File: src/sal_pkg.sv
// ----------------------------------------------------------------------------
// sal_pkg
// shared constants, register indexes, brightness table and control structs
// ----------------------------------------------------------------------------
package sal_pkg;

	localparam int unsigned HourW    = 5;
	localparam int unsigned MinuteW  = 6;
	localparam int unsigned RampW    = 8;
	localparam int unsigned DutyW    = 8;
	localparam int unsigned CfgIdxW  = 3;
	localparam int unsigned CfgDataW = 8;
	localparam int unsigned MinOfDayW = 12;
	localparam int unsigned QuoW     = 5;
	localparam int unsigned DivCntW  = 3;

	localparam logic [DutyW-1:0]   FullDuty  = 8'd255;
	localparam logic [DutyW-1:0]   OffDuty   = 8'd0;
	localparam logic [DivCntW-1:0] DivTopBit = 3'd4;

	typedef enum logic [CfgIdxW-1:0] {
		REG_FIRST_HOUR    = 3'd0,
		REG_FIRST_MINUTE  = 3'd1,
		REG_FIRST_RAMP    = 3'd2,
		REG_FIRST_ENABLE  = 3'd3,
		REG_SECOND_HOUR   = 3'd4,
		REG_SECOND_MINUTE = 3'd5,
		REG_SECOND_RAMP   = 3'd6,
		REG_SECOND_ENABLE = 3'd7
	} sal_reg_t;

	typedef enum logic {
		OP_TIME    = 1'b0,
		OP_DISMISS = 1'b1
	} sal_op_t;

	typedef struct packed {
		logic capture;
		logic eval;
		logic step;
		logic sel;
	} sal_cmd_t;

	typedef struct packed {
		logic dismiss;
		logic div_last;
	} sal_stat_t;

	function automatic logic [DutyW-1:0] glow_lut(input logic [QuoW-1:0] idx);
		logic [DutyW-1:0] v;
		case (idx)
			5'd0:    v = 8'd1;
			5'd1:    v = 8'd1;
			5'd2:    v = 8'd2;
			5'd3:    v = 8'd2;
			5'd4:    v = 8'd3;
			5'd5:    v = 8'd3;
			5'd6:    v = 8'd4;
			5'd7:    v = 8'd5;
			5'd8:    v = 8'd6;
			5'd9:    v = 8'd7;
			5'd10:   v = 8'd8;
			5'd11:   v = 8'd9;
			5'd12:   v = 8'd10;
			5'd13:   v = 8'd20;
			5'd14:   v = 8'd100;
			5'd15:   v = 8'd250;
			default: v = 8'd255;
		endcase
		return v;
	endfunction

endpackage

File: src/sal_ctrl.sv
// ----------------------------------------------------------------------------
// sal_ctrl
// sequencer: capture, window evaluation, two divide passes (skipped on dismiss), result beat
// ----------------------------------------------------------------------------
module sal_ctrl
	import sal_pkg::*;
(
	input  logic      clk,
	input  logic      arst_n,
	input  logic      in_valid,
	output logic      in_ready,
	output logic      out_valid,
	input  logic      out_ready,
	input  sal_stat_t stat,
	output sal_cmd_t  cmd
);

	typedef enum logic [2:0] {
		ST_IDLE,
		ST_EVAL,
		ST_DIV0,
		ST_DIV1,
		ST_RESULT
	} state_t;

	state_t state_q;
	logic   in_ready_q;
	logic   out_valid_q;

	always_comb begin
		cmd         = '0;
		cmd.capture = in_valid && in_ready_q;
		case (state_q)
			ST_EVAL: cmd.eval = 1'b1;
			ST_DIV0: cmd.step = 1'b1;
			ST_DIV1: begin
				cmd.step = 1'b1;
				cmd.sel  = 1'b1;
			end
			default: ;
		endcase
	end

	always_ff @(posedge clk or negedge arst_n) begin
		if (!arst_n) begin
			state_q     <= ST_IDLE;
			in_ready_q  <= 1'b1;
			out_valid_q <= 1'b0;
		end else begin
			case (state_q)
				ST_IDLE: begin
					if (in_valid) begin
						state_q    <= ST_EVAL;
						in_ready_q <= 1'b0;
					end
				end
				ST_EVAL: begin
					if (stat.dismiss) begin
						state_q     <= ST_RESULT;
						out_valid_q <= 1'b1;
					end else begin
						state_q <= ST_DIV0;
					end
				end
				ST_DIV0: begin
					if (stat.div_last) begin
						state_q <= ST_DIV1;
					end
				end
				ST_DIV1: begin
					if (stat.div_last) begin
						state_q     <= ST_RESULT;
						out_valid_q <= 1'b1;
					end
				end
				ST_RESULT: begin
					if (out_ready) begin
						state_q     <= ST_IDLE;
						out_valid_q <= 1'b0;
						in_ready_q  <= 1'b1;
					end
				end
				default: begin
					state_q     <= ST_IDLE;
					in_ready_q  <= 1'b1;
					out_valid_q <= 1'b0;
				end
			endcase
		end
	end

	assign in_ready  = in_ready_q;
	assign out_valid = out_valid_q;

`ifndef SYNTHESIS
	a_ready_valid_excl: assert property (@(posedge clk) disable iff (!arst_n)
		!(in_ready_q && out_valid_q))
		else $error("input ready while result pending");

	a_out_beat_frees_input: assert property (@(posedge clk) disable iff (!arst_n)
		(out_valid_q && out_ready) |=> in_ready_q)
		else $error("input not reopened after result beat");

	a_capture_closes_input: assert property (@(posedge clk) disable iff (!arst_n)
		cmd.capture |=> (!in_ready_q && !out_valid_q))
		else $error("handshake state wrong after input beat");

	a_step_has_no_beat: assert property (@(posedge clk) disable iff (!arst_n)
		cmd.step |-> (!in_ready_q && !out_valid_q))
		else $error("divide step overlaps a handshake");
`endif

endmodule

File: src/sal_dp.sv
// ----------------------------------------------------------------------------
// sal_dp
// config registers, window compare, shared restoring divider, duty and flags
// ----------------------------------------------------------------------------
module sal_dp
	import sal_pkg::*;
(
	input  logic                clk,
	input  logic                arst_n,
	input  logic                cfg_we,
	input  logic [CfgIdxW-1:0]  cfg_index,
	input  logic [CfgDataW-1:0] cfg_data,
	input  logic                op,
	input  logic [HourW-1:0]    current_hour,
	input  logic [MinuteW-1:0]  current_minute,
	input  logic                alarm_choice,
	input  sal_cmd_t            cmd,
	output sal_stat_t           stat,
	output logic [DutyW-1:0]    light_duty,
	output logic                first_ramping,
	output logic                second_ramping
);

	logic [HourW-1:0]   hour0_q, hour1_q;
	logic [MinuteW-1:0] min0_q, min1_q;
	logic [RampW-1:0]   ramp0_q, ramp1_q;
	logic               en0_q, en1_q;

	logic               op_q;
	logic [HourW-1:0]   cur_hour_q;
	logic [MinuteW-1:0] cur_min_q;
	logic               choice_q;

	logic [1:0]         awake_q;
	logic [DutyW-1:0]   duty_q;
	logic               r0_q, r1_q;
	logic [RampW-1:0]   step1_q;

	logic [MinOfDayW-1:0] div_rem_q;
	logic [RampW-1:0]     div_ramp_q;
	logic [DivCntW-1:0]   div_k_q;
	logic [QuoW-1:0]      div_quo_q;

	function automatic logic [MinOfDayW-1:0] to_minutes(input logic [HourW-1:0] h,
		input logic [MinuteW-1:0] m);
		logic [MinOfDayW-1:0] r;
		r = {1'b0, h, 6'b0} - {5'b0, h, 2'b0} + {6'b0, m};
		return r;
	endfunction

	logic [MinOfDayW-1:0] now_min;
	logic signed [MinOfDayW:0] start0, start1, diff0, diff1;
	logic win0, win1;

	always_comb begin
		now_min = to_minutes(cur_hour_q, cur_min_q);
		start0  = $signed({1'b0, to_minutes(hour0_q, min0_q)})
			- $signed({5'b0, ramp0_q}) - 13'sd1;
		start1  = $signed({1'b0, to_minutes(hour1_q, min1_q)})
			- $signed({5'b0, ramp1_q}) - 13'sd1;
		diff0   = $signed({1'b0, now_min}) - start0;
		diff1   = $signed({1'b0, now_min}) - start1;
		win0    = en0_q && !start0[MinOfDayW] && (diff0 > 13'sd0)
			&& (diff0 <= $signed({5'b0, ramp0_q}));
		win1    = en1_q && !start1[MinOfDayW] && (diff1 > 13'sd0)
			&& (diff1 <= $signed({5'b0, ramp1_q}));
	end

	// one restoring divide iteration per cycle, quotient never exceeds 16 for a ramping alarm
	logic [MinOfDayW-1:0] div_shift;
	logic [MinOfDayW:0]   div_trial;
	logic                 div_fits;
	logic [QuoW-1:0]      quo_next;
	logic                 sel_ramping;

	always_comb begin
		div_shift   = {4'b0, div_ramp_q} << div_k_q;
		div_trial   = {1'b0, div_rem_q} - {1'b0, div_shift};
		div_fits    = !div_trial[MinOfDayW];
		quo_next    = div_quo_q | (div_fits ? (QuoW'(1) << div_k_q) : '0);
		sel_ramping = cmd.sel ? r1_q : r0_q;
	end

	assign stat.dismiss  = (op_q == OP_DISMISS);
	assign stat.div_last = (div_k_q == '0);

	always_ff @(posedge clk or negedge arst_n) begin
		if (!arst_n) begin
			hour0_q <= '0;
			min0_q  <= '0;
			ramp0_q <= '0;
			en0_q   <= 1'b0;
			hour1_q <= '0;
			min1_q  <= '0;
			ramp1_q <= '0;
			en1_q   <= 1'b0;
			awake_q <= '0;
			duty_q  <= FullDuty;
			r0_q    <= 1'b0;
			r1_q    <= 1'b0;
			div_k_q <= '0;
		end else begin
			if (cfg_we) begin
				case (cfg_index)
					REG_FIRST_HOUR:    hour0_q <= cfg_data[HourW-1:0];
					REG_FIRST_MINUTE:  min0_q  <= cfg_data[MinuteW-1:0];
					REG_FIRST_RAMP:    ramp0_q <= cfg_data[RampW-1:0];
					REG_FIRST_ENABLE:  en0_q   <= cfg_data[0];
					REG_SECOND_HOUR:   hour1_q <= cfg_data[HourW-1:0];
					REG_SECOND_MINUTE: min1_q  <= cfg_data[MinuteW-1:0];
					REG_SECOND_RAMP:   ramp1_q <= cfg_data[RampW-1:0];
					REG_SECOND_ENABLE: en1_q   <= cfg_data[0];
					default: ;
				endcase
			end

			if (cmd.eval) begin
				if (op_q == OP_DISMISS) begin
					awake_q[choice_q] <= 1'b0;
					duty_q            <= OffDuty;
					r0_q              <= 1'b0;
					r1_q              <= 1'b0;
				end else begin
					r0_q <= win0;
					r1_q <= win1;
					if (win0) awake_q[0] <= 1'b1;
					if (win1) awake_q[1] <= 1'b1;
					div_k_q <= DivTopBit;
				end
			end

			if (cmd.step) begin
				if (div_k_q == '0) begin
					if (sel_ramping) begin
						duty_q <= glow_lut(quo_next);
					end else if (awake_q[cmd.sel]) begin
						duty_q <= FullDuty;
					end
					if (!cmd.sel) begin
						div_k_q <= DivTopBit;
					end
				end else begin
					div_k_q <= div_k_q - 3'd1;
				end
			end
		end
	end

	// payload and divider registers
	always_ff @(posedge clk) begin
		if (cmd.capture) begin
			op_q       <= op;
			cur_hour_q <= current_hour;
			cur_min_q  <= current_minute;
			choice_q   <= alarm_choice;
		end
		if (cmd.eval) begin
			div_rem_q  <= {diff0[RampW-1:0], 4'b0};
			div_ramp_q <= ramp0_q;
			div_quo_q  <= '0;
			step1_q    <= diff1[RampW-1:0];
		end
		if (cmd.step) begin
			if (div_k_q == '0 && !cmd.sel) begin
				div_rem_q  <= {step1_q, 4'b0};
				div_ramp_q <= ramp1_q;
				div_quo_q  <= '0;
			end else begin
				if (div_fits) begin
					div_rem_q <= div_trial[MinOfDayW-1:0];
				end
				div_quo_q <= quo_next;
			end
		end
	end

	assign light_duty     = duty_q;
	assign first_ramping  = r0_q;
	assign second_ramping = r1_q;

`ifndef SYNTHESIS
	a_dismiss_clears_ramp: assert property (@(posedge clk) disable iff (!arst_n)
		(cmd.eval && op_q == OP_DISMISS) |=> (!r0_q && !r1_q && duty_q == OffDuty))
		else $error("dismiss left ramp flags or duty set");

	a_ramp_sets_awake: assert property (@(posedge clk) disable iff (!arst_n)
		(cmd.eval && op_q == OP_TIME) |=> ((!r0_q || awake_q[0]) && (!r1_q || awake_q[1])))
		else $error("ramping alarm without awake flag");

	a_quotient_bound: assert property (@(posedge clk) disable iff (!arst_n)
		(cmd.step && sel_ramping && div_k_q == '0) |-> (quo_next <= 5'd16))
		else $error("table index out of range");
`endif

endmodule

File: src/sunrise_alarm_light_ramp.sv
// time update: input beat, window evaluation, two divide passes, then the result beat;
// dismiss skips the divide passes. A new input is not taken before the last result beat,
// the divide passes use one shared 5-step divider run once for each alarm
// input is taken again the cycle after the result beat
// reset: alarms disabled, config cleared, awake flags clear, duty at 255
// ----------------------------------------------------------------------------
// sunrise_alarm_light_ramp
// two-alarm wake light dimmer, lamp duty from ramp position
// ----------------------------------------------------------------------------
module sunrise_alarm_light_ramp
	import sal_pkg::*;
(
	input  logic                clk,
	input  logic                arst_n,
	input  logic                cfg_valid,
	output logic                cfg_ready,
	input  logic [CfgIdxW-1:0]  cfg_index,
	input  logic [CfgDataW-1:0] cfg_data,
	input  logic                in_valid,
	output logic                in_ready,
	input  logic                op,
	input  logic [HourW-1:0]    current_hour,
	input  logic [MinuteW-1:0]  current_minute,
	input  logic                alarm_choice,
	output logic                out_valid,
	input  logic                out_ready,
	output logic [DutyW-1:0]    light_duty,
	output logic                first_ramping,
	output logic                second_ramping
);

	sal_cmd_t  cmd;
	sal_stat_t stat;

	assign cfg_ready = 1'b1;

	sal_ctrl u_ctrl (
		.clk       (clk),
		.arst_n    (arst_n),
		.in_valid  (in_valid),
		.in_ready  (in_ready),
		.out_valid (out_valid),
		.out_ready (out_ready),
		.stat      (stat),
		.cmd       (cmd)
	);

	sal_dp u_dp (
		.clk            (clk),
		.arst_n         (arst_n),
		.cfg_we         (cfg_valid && cfg_ready),
		.cfg_index      (cfg_index),
		.cfg_data       (cfg_data),
		.op             (op),
		.current_hour   (current_hour),
		.current_minute (current_minute),
		.alarm_choice   (alarm_choice),
		.cmd            (cmd),
		.stat           (stat),
		.light_duty     (light_duty),
		.first_ramping  (first_ramping),
		.second_ramping (second_ramping)
	);

endmodule
File: config.mk
export PLATFORM = sky130hd
export DESIGN_NAME = sunrise_alarm_light_ramp
export DESIGN_NICKNAME = d
export VERILOG_FILES = /design/src/sal_pkg.sv /design/src/sal_ctrl.sv /design/src/sal_dp.sv /design/src/sunrise_alarm_light_ramp.sv
export SDC_FILE = /design/constraint.sdc
export NUM_CORES = 1
export LEC_CHECK = 0
export BUFFER_PORTS_ARGS = -buffer_cell sky130_fd_sc_hd__buf_2
export CELL_PAD_IN_SITES_DETAIL_PLACEMENT = 0
export CELL_PAD_IN_SITES_GLOBAL_PLACEMENT = 2
export CORE_MARGIN = 10
export CORE_UTILIZATION = 43
export CTS_BUF_LIST = sky130_fd_sc_hd__clkbuf_4
export CTS_CLUSTER_DIAMETER = 80
export DETAILED_ROUTE_END_ITERATION = 8
export PLACE_DENSITY = 0.9
export REMOVE_ABC_BUFFERS = 1
export SLEW_MARGIN = 20
export SYNTH_ARGS = -nofsm -noshare
export SYNTH_HDL_FRONTEND = slang
export SYNTH_SLANG_ARGS = --single-unit
File: constraint.sdc
create_clock -name clk -period 9.5 [get_ports clk]
set_clock_uncertainty 0.15 [all_clocks]
set_input_delay 1.425 -clock clk [delete_from_list [all_inputs] [get_ports clk]]
set_output_delay 1.425 -clock clk [all_outputs]
set_load 0.005 [all_outputs]
# ---- Word level (Yosys, flattened, before mapping)
# Memory sizes are Yosys's and may differ from the RTL's.
# Index checks and enable logic that the tools add are counted.
dict set report word_totals {
  ff_bits 106
  romBits 128
  input_bits 29
  output_inout_bits 13
  mem_count 1
}
# memory depth width rd rd_ports_with_merged_regs wr line_no
set mem_list {}
lappend mem_list {{(name not given)} 16 8 1 0 0 sal_pkg.sv:51} ;# case (idx)
dict set report op_classes {
  add_sub_neg 14
  magnitude_cmp 7
  n_eq_ne 16
  shifts 2
  n_mux 49
  n_bitwise 5
  reduce_logical 34
}
# cell n
set ops {}
lappend ops {{$mux W8} 10}
lappend ops {{$mux W12} 4}
lappend ops {{$add A12 B6 Y12} 3}
lappend ops {{$sub A11 B7 Y12} 3}
lappend ops {{$mux W3} 10}
lappend ops {{$gt A13 B1 Y1 const B} 2}
lappend ops {{$le A13 B9 Y1} 2}
lappend ops {{$sub A12 B8 Y13} 2}
lappend ops {{$sub A13 B13 Y13} 2}
lappend ops {{$sub A13 B2 Y13 const B} 2}
lappend ops {{$mux W5} 4}
lappend ops {{$reduce_and A2 Y1} 10}
lappend ops {{$mux W1} 16}
lappend ops {{$eq A3 B3 Y1 const B} 5}
lappend ops {{$pmux W3 S5} 1}
lappend ops {{$sub A12 B12 Y13} 1}
lappend ops {{$eq A3 B2 Y1 const B} 4}
lappend ops {{$shl A8 B3 Y12} 1}
lappend ops {{$logic_and A1 B1 Y1} 9}
lappend ops {{$logic_not A3 Y1} 3}
lappend ops {{$ne A2 B2 Y1 const B} 4}
lappend ops {{$reduce_and A4 Y1} 2}
lappend ops {{$eq A3 B1 Y1 const B} 2}
lappend ops {{$reduce_bool A2 Y1} 3}
lappend ops {{other kinds (17)} 22}

# ---- Depth between registers and ports, before layout
# Gate-level depths: netlist of the first run.
dict set report depth {
  depth_word 10
  mapped_depth 25
}

# ---- Cells and area by module
# From an unflattened synthesis of the first run, not the netlist that was laid out.
dict set report hier_totals {
  cells_unflattened 926
  area_unflattened_um2 8244.2
}
# mod instances cells_per_inst area_per_inst_um2
set modules_own_cells {}
lappend modules_own_cells {sal_dp 1 891 7947.6}
lappend modules_own_cells {sal_ctrl 1 33 285.3}
lappend modules_own_cells {sunrise_alarm_light_ramp 1 2 11.3}

# ---- Least setup slack after synthesis of the first run
# OpenSTA, ideal clock, no wires.
dict set report synth_path {
  path_type {reg2reg}
  from {reg u_dp.min0_q[2]}
  to {reg u_dp.awake_q[0]}
  setup_ns 0.095
  t_arrival_ns 4.487
  required_time_ns 9.255
  setup_slack_ns 4.768
  stages_incl_launch_ff 25
  n_path_buf 0
  synth_period_minus_slack_ns 4.732
  cell_sequence {dfrtp_1 -> ha_1 -> o21a_1 -> o21ai_0 -> and2_1 -> xnor2_1 -> ha_1 -> nand2_1 -> a21o_1 -> nand3b_1 -> xnor2_1 -> ha_1 -> o21a_1 -> o31ai_1 -> a21oi_1 -> or3_1 -> and2_1 -> ha_1 -> nand4_1 -> o21a_1 -> nor3_1 -> nand4_1 -> a2111oi_0 -> o311ai_1 -> o31ai_1}
}
dict set report synth_via {
  elab_chain_len 9
  elab_cells_between_ends 12
  classes_between {4 x add/sub; 2 x order compare; 6 x reduce/logical}
}
# item line_no
set synth_rtl {}
lappend synth_rtl {{from (decl)} sal_dp.sv:25} ;# logic [MinuteW-1:0] min0_q, min1_q;
lappend synth_rtl {{from (signal assigned)} sal_dp.sv:106} ;# REG_FIRST_MINUTE: min0_q <= cfg_data[MinuteW-1:0];
lappend synth_rtl {{$add A12 B6 Y12 (*)} sal_dp.sv:47} ;# r = {1'b0, h, 6'b0} - {5'b0, h, 2'b0} + {6'b0, m};
lappend synth_rtl {{$sub A12 B8 Y13 (*)} sal_dp.sv:58} ;# - $signed({5'b0, ramp0_q}) - 13'sd1;
lappend synth_rtl {{$sub A13 B2 Y13 (*)} sal_dp.sv:58}
lappend synth_rtl {{$sub A13 B13 Y13 / $logic_not A1 Y1 (equally long branches)} {sal_dp.sv:61, sal_dp.sv:63}}
lappend synth_rtl {{$gt A13 B1 Y1 / $logic_and A1 B1 Y1 (equally long branches)} sal_dp.sv:63} ;# win0 = en0_q && !start0[MinOfDayW] && (diff0 > 13'sd0)
lappend synth_rtl {{$logic_and A1 B1 Y1} sal_dp.sv:63}
lappend synth_rtl {{$logic_and A1 B1 Y1 (*)} sal_dp.sv:64} ;# && (diff0 <= $signed({5'b0, ramp0_q}));
lappend synth_rtl {{$reduce_bool A2 Y1 (no source line) (*)} -}
lappend synth_rtl {{$reduce_and A2 Y1 (no source line) (*)} -}
lappend synth_rtl {{to (signal assigned)} sal_dp.sv:97} ;# awake_q <= '0;
lappend synth_rtl {{to (signal, indexed assignment)} sal_dp.sv:119} ;# awake_q[choice_q] <= 1'b0;
lappend synth_rtl {{to (signal assigned)} sal_dp.sv:126} ;# if (win0) awake_q[0] <= 1'b1;
lappend synth_rtl {{to (decl)} sal_dp.sv:34} ;# logic [1:0] awake_q;
# Every way passes the cells marked *; elsewhere a longest branch is shown, timed or not.
# A chain may end at the register's enable or synchronous reset.

# ---- Final worst setup path of the first run
dict set report layout_path {
  from {reg u_dp.hour0_q[0]}
  to {reg u_dp.awake_q[0]}
}
dict set report layout_via {
  elab_chain_len 10
  elab_cells_between_ends 13
  classes_between {5 x add/sub; 2 x order compare; 6 x reduce/logical}
}
# item line_no
set layout_rtl {}
lappend layout_rtl {{from (decl)} sal_dp.sv:24} ;# logic [HourW-1:0] hour0_q, hour1_q;
lappend layout_rtl {{from (signal assigned)} sal_dp.sv:105} ;# REG_FIRST_HOUR: hour0_q <= cfg_data[HourW-1:0];
lappend layout_rtl {{$sub A11 B7 Y12 (*)} sal_dp.sv:47}
lappend layout_rtl {{$add A12 B6 Y12 (*)} sal_dp.sv:47}
lappend layout_rtl {{$sub A12 B8 Y13 (*)} sal_dp.sv:58}
lappend layout_rtl {{$sub A13 B2 Y13 (*)} sal_dp.sv:58}
lappend layout_rtl {{$sub A13 B13 Y13 / $logic_not A1 Y1 (equally long branches)} {sal_dp.sv:61, sal_dp.sv:63}}
lappend layout_rtl {{$gt A13 B1 Y1 / $logic_and A1 B1 Y1 (equally long branches)} sal_dp.sv:63}
lappend layout_rtl {{$logic_and A1 B1 Y1} sal_dp.sv:63}
lappend layout_rtl {{$logic_and A1 B1 Y1 (*)} sal_dp.sv:64}
lappend layout_rtl {{$reduce_bool A2 Y1 (no source line) (*)} -}
lappend layout_rtl {{$reduce_and A2 Y1 (no source line) (*)} -}
# Marked as above.

==> impl_metrics.ini, run 1 <==
[timing]
rsz0062_at_grt = false
setup_tns_ns = 0
finalSetupViolCount = 0
worstMarginPinSlew_ns = 1.07
finalMaxSlewViolations = 0
min_period_ns = 5.36
relSlewSlack_pct = 28.5
hold_viol = 0
fmax_mhz = 187
period_share_pct = 56.4

[clocking]
clk_path_buf_depth = 2
cts_setup_buffers = 0
root_buffer = clkbuf_4
numCtsBuffers = 9
clkTransAtPathRegs_ns = 0.18
ctsHtreeMaxLevel = 3
ctsHoldBuffers = 0
cts_resized = 0
clkLatencyLatePin_ns = 0.51
clkSinkCount = 106
cts_tree = yes

[grt]
grt_pass1_vias = 6571
grt_usage_pct = 17.8
antenna_found_initial = 1
grt_pass1_wl_um = 35200
grt_start_max_net_pins = 61
grt_overflow = 0

[logic_synthesis]
synth_cells = 943
synthFlopType = dfrtp_1
yosys-top-cells-area = dfrtp_1, ha_1, edfxtp_1, dfxtp_1, o21ai_0
ys_ff_latch = 106
synthArstFlopShare_pct = 56.6
ys_seq_area_share_pct = 32.6
yosys_warnings = 0
synth_area_mm2 = 0.00826
synth-edff-count = 26
synth_top_area_share_pct = 15.5
yosysUniqueCellTypes = 74
synth_top_area_cell = dfrtp_1
synth_area_per_cell_um2 = 8.76

[detailed_routing]
first_iter_violations = 458
wire_per_inst_um = 17.6
vias_per_cell = 5.48
vias = 6820
drcViolationCount = 0
ant_nets = 0
drt-pass1-iter-count = 5
routed_wl_um = 21900

[setup_path]
timing.rr.start = u_dp.hour0_q[0]$_DFFE_PN0P_
startpoint_type = flop
setup.worst_path.start = u_dp.hour0_q[0]$_DFFE_PN0P_
crit_fanout = 4
path_buf_inv = 1
crit_cells = 25
cp-end-kind = flop
cp.arrival_ns = 5.62
cp.required_ns = 9.76
slowest_stage = a2111oi_0
cp_common_cell = ha_1
ff2ff_path_depth = 25
criticalPathCategory = flop to flop
crit_family = compound AO/OA/AOI/OAI gates
slowest_delay_ns = 0.42

[cells_and_area]
ff_latch_area_mm2 = 0.00269
finalNetCount = 1106
drive_gt1_share_pct = 10.9
syn_to_final_growth_pct = 7.42
multi_input_area_mm2 = 0.00521
nFillCells = 1874

[floorplanning]
core_area_mm2 = 0.0188
die_w_um = 159
pin_count = 42
fp.dieH_um = 159
die-area_mm2 = 0.0252
rows = 50
start_util_pct = 43.9

[place]
gp_congestion = 0.875
dp_hpwl_um = 17300
io_buffers = 40

[hold_path]
hold_class = flop to flop
hold_depth = 2
hold_start = u_dp.div_rem_q[0]$_DFF_P_

[flow_run]
max_cap_viol_count = 0

[status]
status = complete, no violations
## synth_stat cells, types with 5 or more instances
| master | count |
|---|---|
| ha_1 | 94 |
| nand2_1 | 93 |
| nor2_1 | 75 |
| inv_1 | 74 |
| o21ai_0 | 73 |
| a21oi_1 | 71 |
| dfrtp_1 | 51 |
| xnor2_1 | 34 |
| nor3_1 | 31 |
| edfxtp_1 | 26 |
| o21a_1 | 26 |
| mux2_2 | 23 |
| dfxtp_1 | 20 |
| nor2b_1 | 18 |
| nand2b_1 | 16 |
| a31oi_1 | 15 |
| clkbuf_1 | 15 |
| mux2i_1 | 14 |
| nand3_1 | 12 |
| o31ai_1 | 11 |
| xor2_1 | 11 |
| a21o_1 | 9 |
| dfstp_2 | 9 |
| nand4_1 | 8 |
| and2_1 | 7 |
| o31a_1 | 7 |
| o22ai_1 | 6 |
| or2_2 | 6 |
| a211oi_1 | 5 |
| fa_1 | 5 |
| or3_1 | 5 |
## sequential cells by signal (all words and copies together) (netlist names), 2 cells and up
name and cells:
u_dp.div_ramp_q 8, u_dp.hour1_q 5, u_dp.hour0_q 5, u_dp.ramp1_q 8, u_dp.div_quo_q 5, u_ctrl.state_q 3
u_dp.light_duty 8, u_dp.div_k_q 3, u_dp.cur_min_q 6, u_dp.min1_q 6, u_dp.step1_q 8, u_dp.div_rem_q 12
u_dp.ramp0_q 8, u_dp.min0_q 6, u_dp.cur_hour_q 5, u_dp.awake_q 2
## routing by layer
layer | global-route usage, % | vias to the layer above | wire length (um)
li1 | - | 3460 | -
met1 | 24.0 | 3214 | 10800
met2 | 29.2 | 124 | 10100
met3 | 2.29 | 22 | 655
met4 | 4.50 | 0 | 341
met5 | 0 | - | 0
## area by class of cell
class                           count  share of cell area (%)
Multi-Input combinational cell    743                    58.7
Antenna cell                        1                  0.0282
Sequential cell                   106                    30.4
Clock inverter                      7                   0.804
Inverter                           76                    3.22
Tap cell                          260                    3.67
Timing Repair Buffer               42                    2.43
Clock buffer                        9                   0.762
## worst paths after layout
path                                           endpoint  slack, ns
min reg2reg                   u_dp.div_rem_q[0]$_DFF_P_       0.33
min                           u_dp.div_rem_q[0]$_DFF_P_       0.33
max reg2reg                 u_dp.awake_q[0]$_DFFE_PN0P_       4.14
min in group asynchronous  u_ctrl.out_valid$_DFFE_PN0P_       0.90
max                         u_dp.awake_q[0]$_DFFE_PN0P_       4.14
max in group asynchronous    u_dp.min1_q[4]$_DFFE_PN0P_       7.72
## cells by family (layout without fill, tap and decap cells)
family                     after synthesis  count (layout)  share of synthesized area, %
AOI/OAI and AO/OA                      262             262                          20.2
xor gates and xnor gates                46              46                          4.97
adders and majority gates              101             101                          15.7
buffers and inverters                   94             134                          4.35
DFF                                    106             106                          32.6
muxes                                   37              37                          4.83
other                                    1               2                        0.0454
and+or+nand+nor                        296             296                          17.3
## placed cells by master, fill, tap and decap left out, drive strengths merged, types with 18 or more instances in the layout
cell type   n
a21oi      71
buf        42
dfrtp      51
dfxtp      20
edfxtp     26
ha         94
inv        80
mux2       23
nand2      94
nor2       75
nor2b      18
nor3       31
o21a       26
o21ai      75
xnor2      34
## stage by stage
step	setup WS [ns]	area (um^2)	util, %	std cells	hold WS [ns]
after floorplan	4.77	8190	-	925	0.275
after global placement	4.47	8730	46.3	1227	0.292
after detailed placement	4.26	8730	46.4	1227	0.298
after CTS	4.18	8870	47.1	1243	0.334
after global routing	3.60	8870	47.1	1244	0.349
final	4.14	8870	47.1	1244	0.328
## worst min-delay path, stage by stage (launching register included)
cell and delay [ns]:
dfxtp_1 0.35, nand2_1 0.04, o21ai_0 0.06
Power of run 1 is left out: the tool's default activity adds up to more than one toggle a clock period on the data nets, which glitch-free logic cannot reach.
==> run 2, diff against run 1 <==
ABC_AREA = 1   (was not set)
CORE_UTILIZATION = 34   (was 43)
PLACE_DENSITY = 0.81   (was 0.9)
clock period = 4.39 ns   (was 9.5 ns; I/O delays follow)
==> impl_metrics.ini, run 2 <==
[status]
status = complete, no violations

[cells_and_area]
final_cell_mix = nand2_1, buf_4, inv_1
drive_gt1_share_pct = 27.2
multi_input_area_mm2 = 0.00582
nFillCells = 2588
ff_latch_area_mm2 = 0.00269
regMostFlops = u_dp.div_rem_q
syn_to_final_growth_pct = 27.5
final_common_cell = nand2_1
finalNetCount = 1460
largest_reg_flops = 12

[timing]
fmax_mhz = 232
finalMaxSlewViolations = 0
min_period_ns = 4.30
rsz0062_at_grt = true
setup_tns_ns = 0
period_share_pct = 98.1
relSlewSlack_pct = 36.1
hold_viol = 0
worstMarginPinSlew_ns = 0.958
finalSetupViolCount = 0

[detailed_routing]
drcViolationCount = 0
vias = 8048
routed_wl_um = 25900
ant_nets = 0
first_iter_violations = 351
vias_per_cell = 4.82
drt-pass1-iter-count = 6
wire_per_inst_um = 15.5

[logic_synthesis]
synthMuxAreaShare_pct = 0.233
yosys-top-cells-area = dfrtp_1, nand2_1, ha_1, edfxtp_1, inv_1
synth_cells = 1158
ys_ff_latch = 106
ys_seq_area_share_pct = 31.3
synth-xor-area-share_pct = 5.29
synth-simple-area-share_pct = 24.4
yosys_warnings = 0
yosysMostFrequentCell = nand2_1
synth_area_mm2 = 0.00860
synth_top_area_share_pct = 14.8
synth_compound_area_share_pct = 15.5
synth_top_family_by_area = simple AND/OR/NAND/NOR gates
yosysUniqueCellTypes = 60
synthTopCellsByCount = nand2_1, inv_1, o21ai_0, ha_1, nor2_1
synth-edff-count = 26
synth_area_per_cell_um2 = 7.43
synthArstFlopShare_pct = 56.6
synthFlopType = dfrtp_1
synthAdderAreaFrac_pct = 14.8
synth_top_area_cell = dfrtp_1

[clocking]
clkLatencyLatePin_ns = 0.50
clkTransAtPathRegs_ns = 0.21
clkSinkCount = 106
clk_path_buf_depth = 2
numCtsBuffers = 9
ctsHtreeMaxLevel = 3
cts_tree = yes
root_buffer = clkbuf_4

[setup_path]
cp.required_ns = 4.71
cp_common_cell = buf_4
cp.arrival_ns = 4.62
slowest_stage = dfrtp_1
startpoint_type = flop
cp-end-kind = flop
criticalPathCategory = flop to flop
crit_fanout = 4
r2r_setup_slack_ns = 0.09
slowest_delay_ns = 0.42

[place]
dp_hpwl_um = 20500
io_buffers = 40
gp_congestion = 0.881

[grt]
grt_usage_pct = 16.2
grt_pass1_vias = 7804
grt_start_max_net_pins = 42
antenna_found_initial = 1
grt_pass1_wl_um = 40900
grt_overflow = 0

[floorplanning]
pin_count = 42
die_w_um = 179
fp.dieH_um = 179
core_area_mm2 = 0.0250
start_util_pct = 34.4
rows = 58
die-area_mm2 = 0.0321

[hold_path]
hold_class = input pin to asynchronous set/reset pin

[flow_run]
max_cap_viol_count = 0
==> run 2: layout make-up <==
cell class,instances,share of cell area (%)
clock inverters,7,0.685
multi-input cells,867,53.0
repair buffers,181,11.5
inverters,167,5.76
well taps,330,3.77
clock buffers,9,0.616
flip-flops and latches,106,24.6
diodes,1,0.0228
==> run 2: per-layer routing <==
metal / vias up / track usage [%] / share of wire [%] / wire length (um)
met5: - / 0 / 0 / 0
met4: 0 / 3.86 / 1.4 / 364
met3: 18 / 1.71 / 2.8 / 733
met2: 118 / 28.3 / 50 / 13000
met1: 3737 / 21.1 / 46 / 11800
li1: 4175 / - / - / -
==> run 2: final timing paths <==
path                                                   from                          end  cells past startpoint
worst min-delay path                                 arst_n    u_dp.div_k_q[1]$_DFF_PN0_                      1
max in group asynchronous                            arst_n   u_dp.min0_q[3]$_DFFE_PN0P_                      2
min in group clk                               alarm_choice      u_dp.choice_q$_DFFE_PP_                      1
worst max-delay path            u_dp.hour0_q[0]$_DFFE_PN0P_  u_dp.awake_q[0]$_DFFE_PN0P_                     31
worst min register to register    u_dp.step1_q[2]$_DFFE_PP_    u_dp.div_rem_q[6]$_DFF_P_                      2
worst max register to register  u_dp.hour0_q[0]$_DFFE_PN0P_  u_dp.awake_q[0]$_DFFE_PN0P_                     31
==> run 2: cell families (layout without fill, tap and decap cells) <==
family                     Yosys count  after routing
AOI/OAI and AO/OA                  227            227
xor gates and xnor gates            52             52
adders and majority gates           99             99
buffers and inverters              185            364
DFF                                106            106
muxes                                2              2
other                                1              2
and+or+nand+nor                    486            486
==> run 2: timing repair <==
action | CTS | global route
pin swaps | 57 | 68
hold buffers | 0 | 0
cloned | 0 | 0
hold endpoints to repair | 0 | 0
buffers inserted | 26 | 9
resized for setup | 43 | 98
setup endpoints to repair | 4 | 4
==> run 2: stage by stage <==
| step | cells | hold WS [ns] | utilization (%) | cell area [um^2] | setup slack (ns) |
|---|---|---|---|---|---|
| finish | 1668 | 0.116 | 43.8 | 11000 | 0.0852 |
| global route | 1668 | 0.114 | 43.8 | 11000 | -0.146 |
| CTS | 1658 | 0.123 | 41.8 | 10500 | -0.00708 |
| detailed placement | 1618 | 0.303 | 39.7 | 9940 | -0.387 |
| global placement | 1618 | 0.304 | 39.7 | 9940 | -0.240 |
| floorplan | 1140 | 0.213 | - | 8520 | 0.00120 |
==> run 2: worst max-delay path: cells and delay by family (launching register included) <==
family / cells / cell delay (ns)
fa+ha+maj: 3 / 0.81
xor+xnor: 2 / 0.27
buf+inv: 9 / 1.04
compound gates: 3 / 0.37
flops: 1 / 0.42
simple gates: 14 / 1.23
Power of run 2 is left out for the same reason.
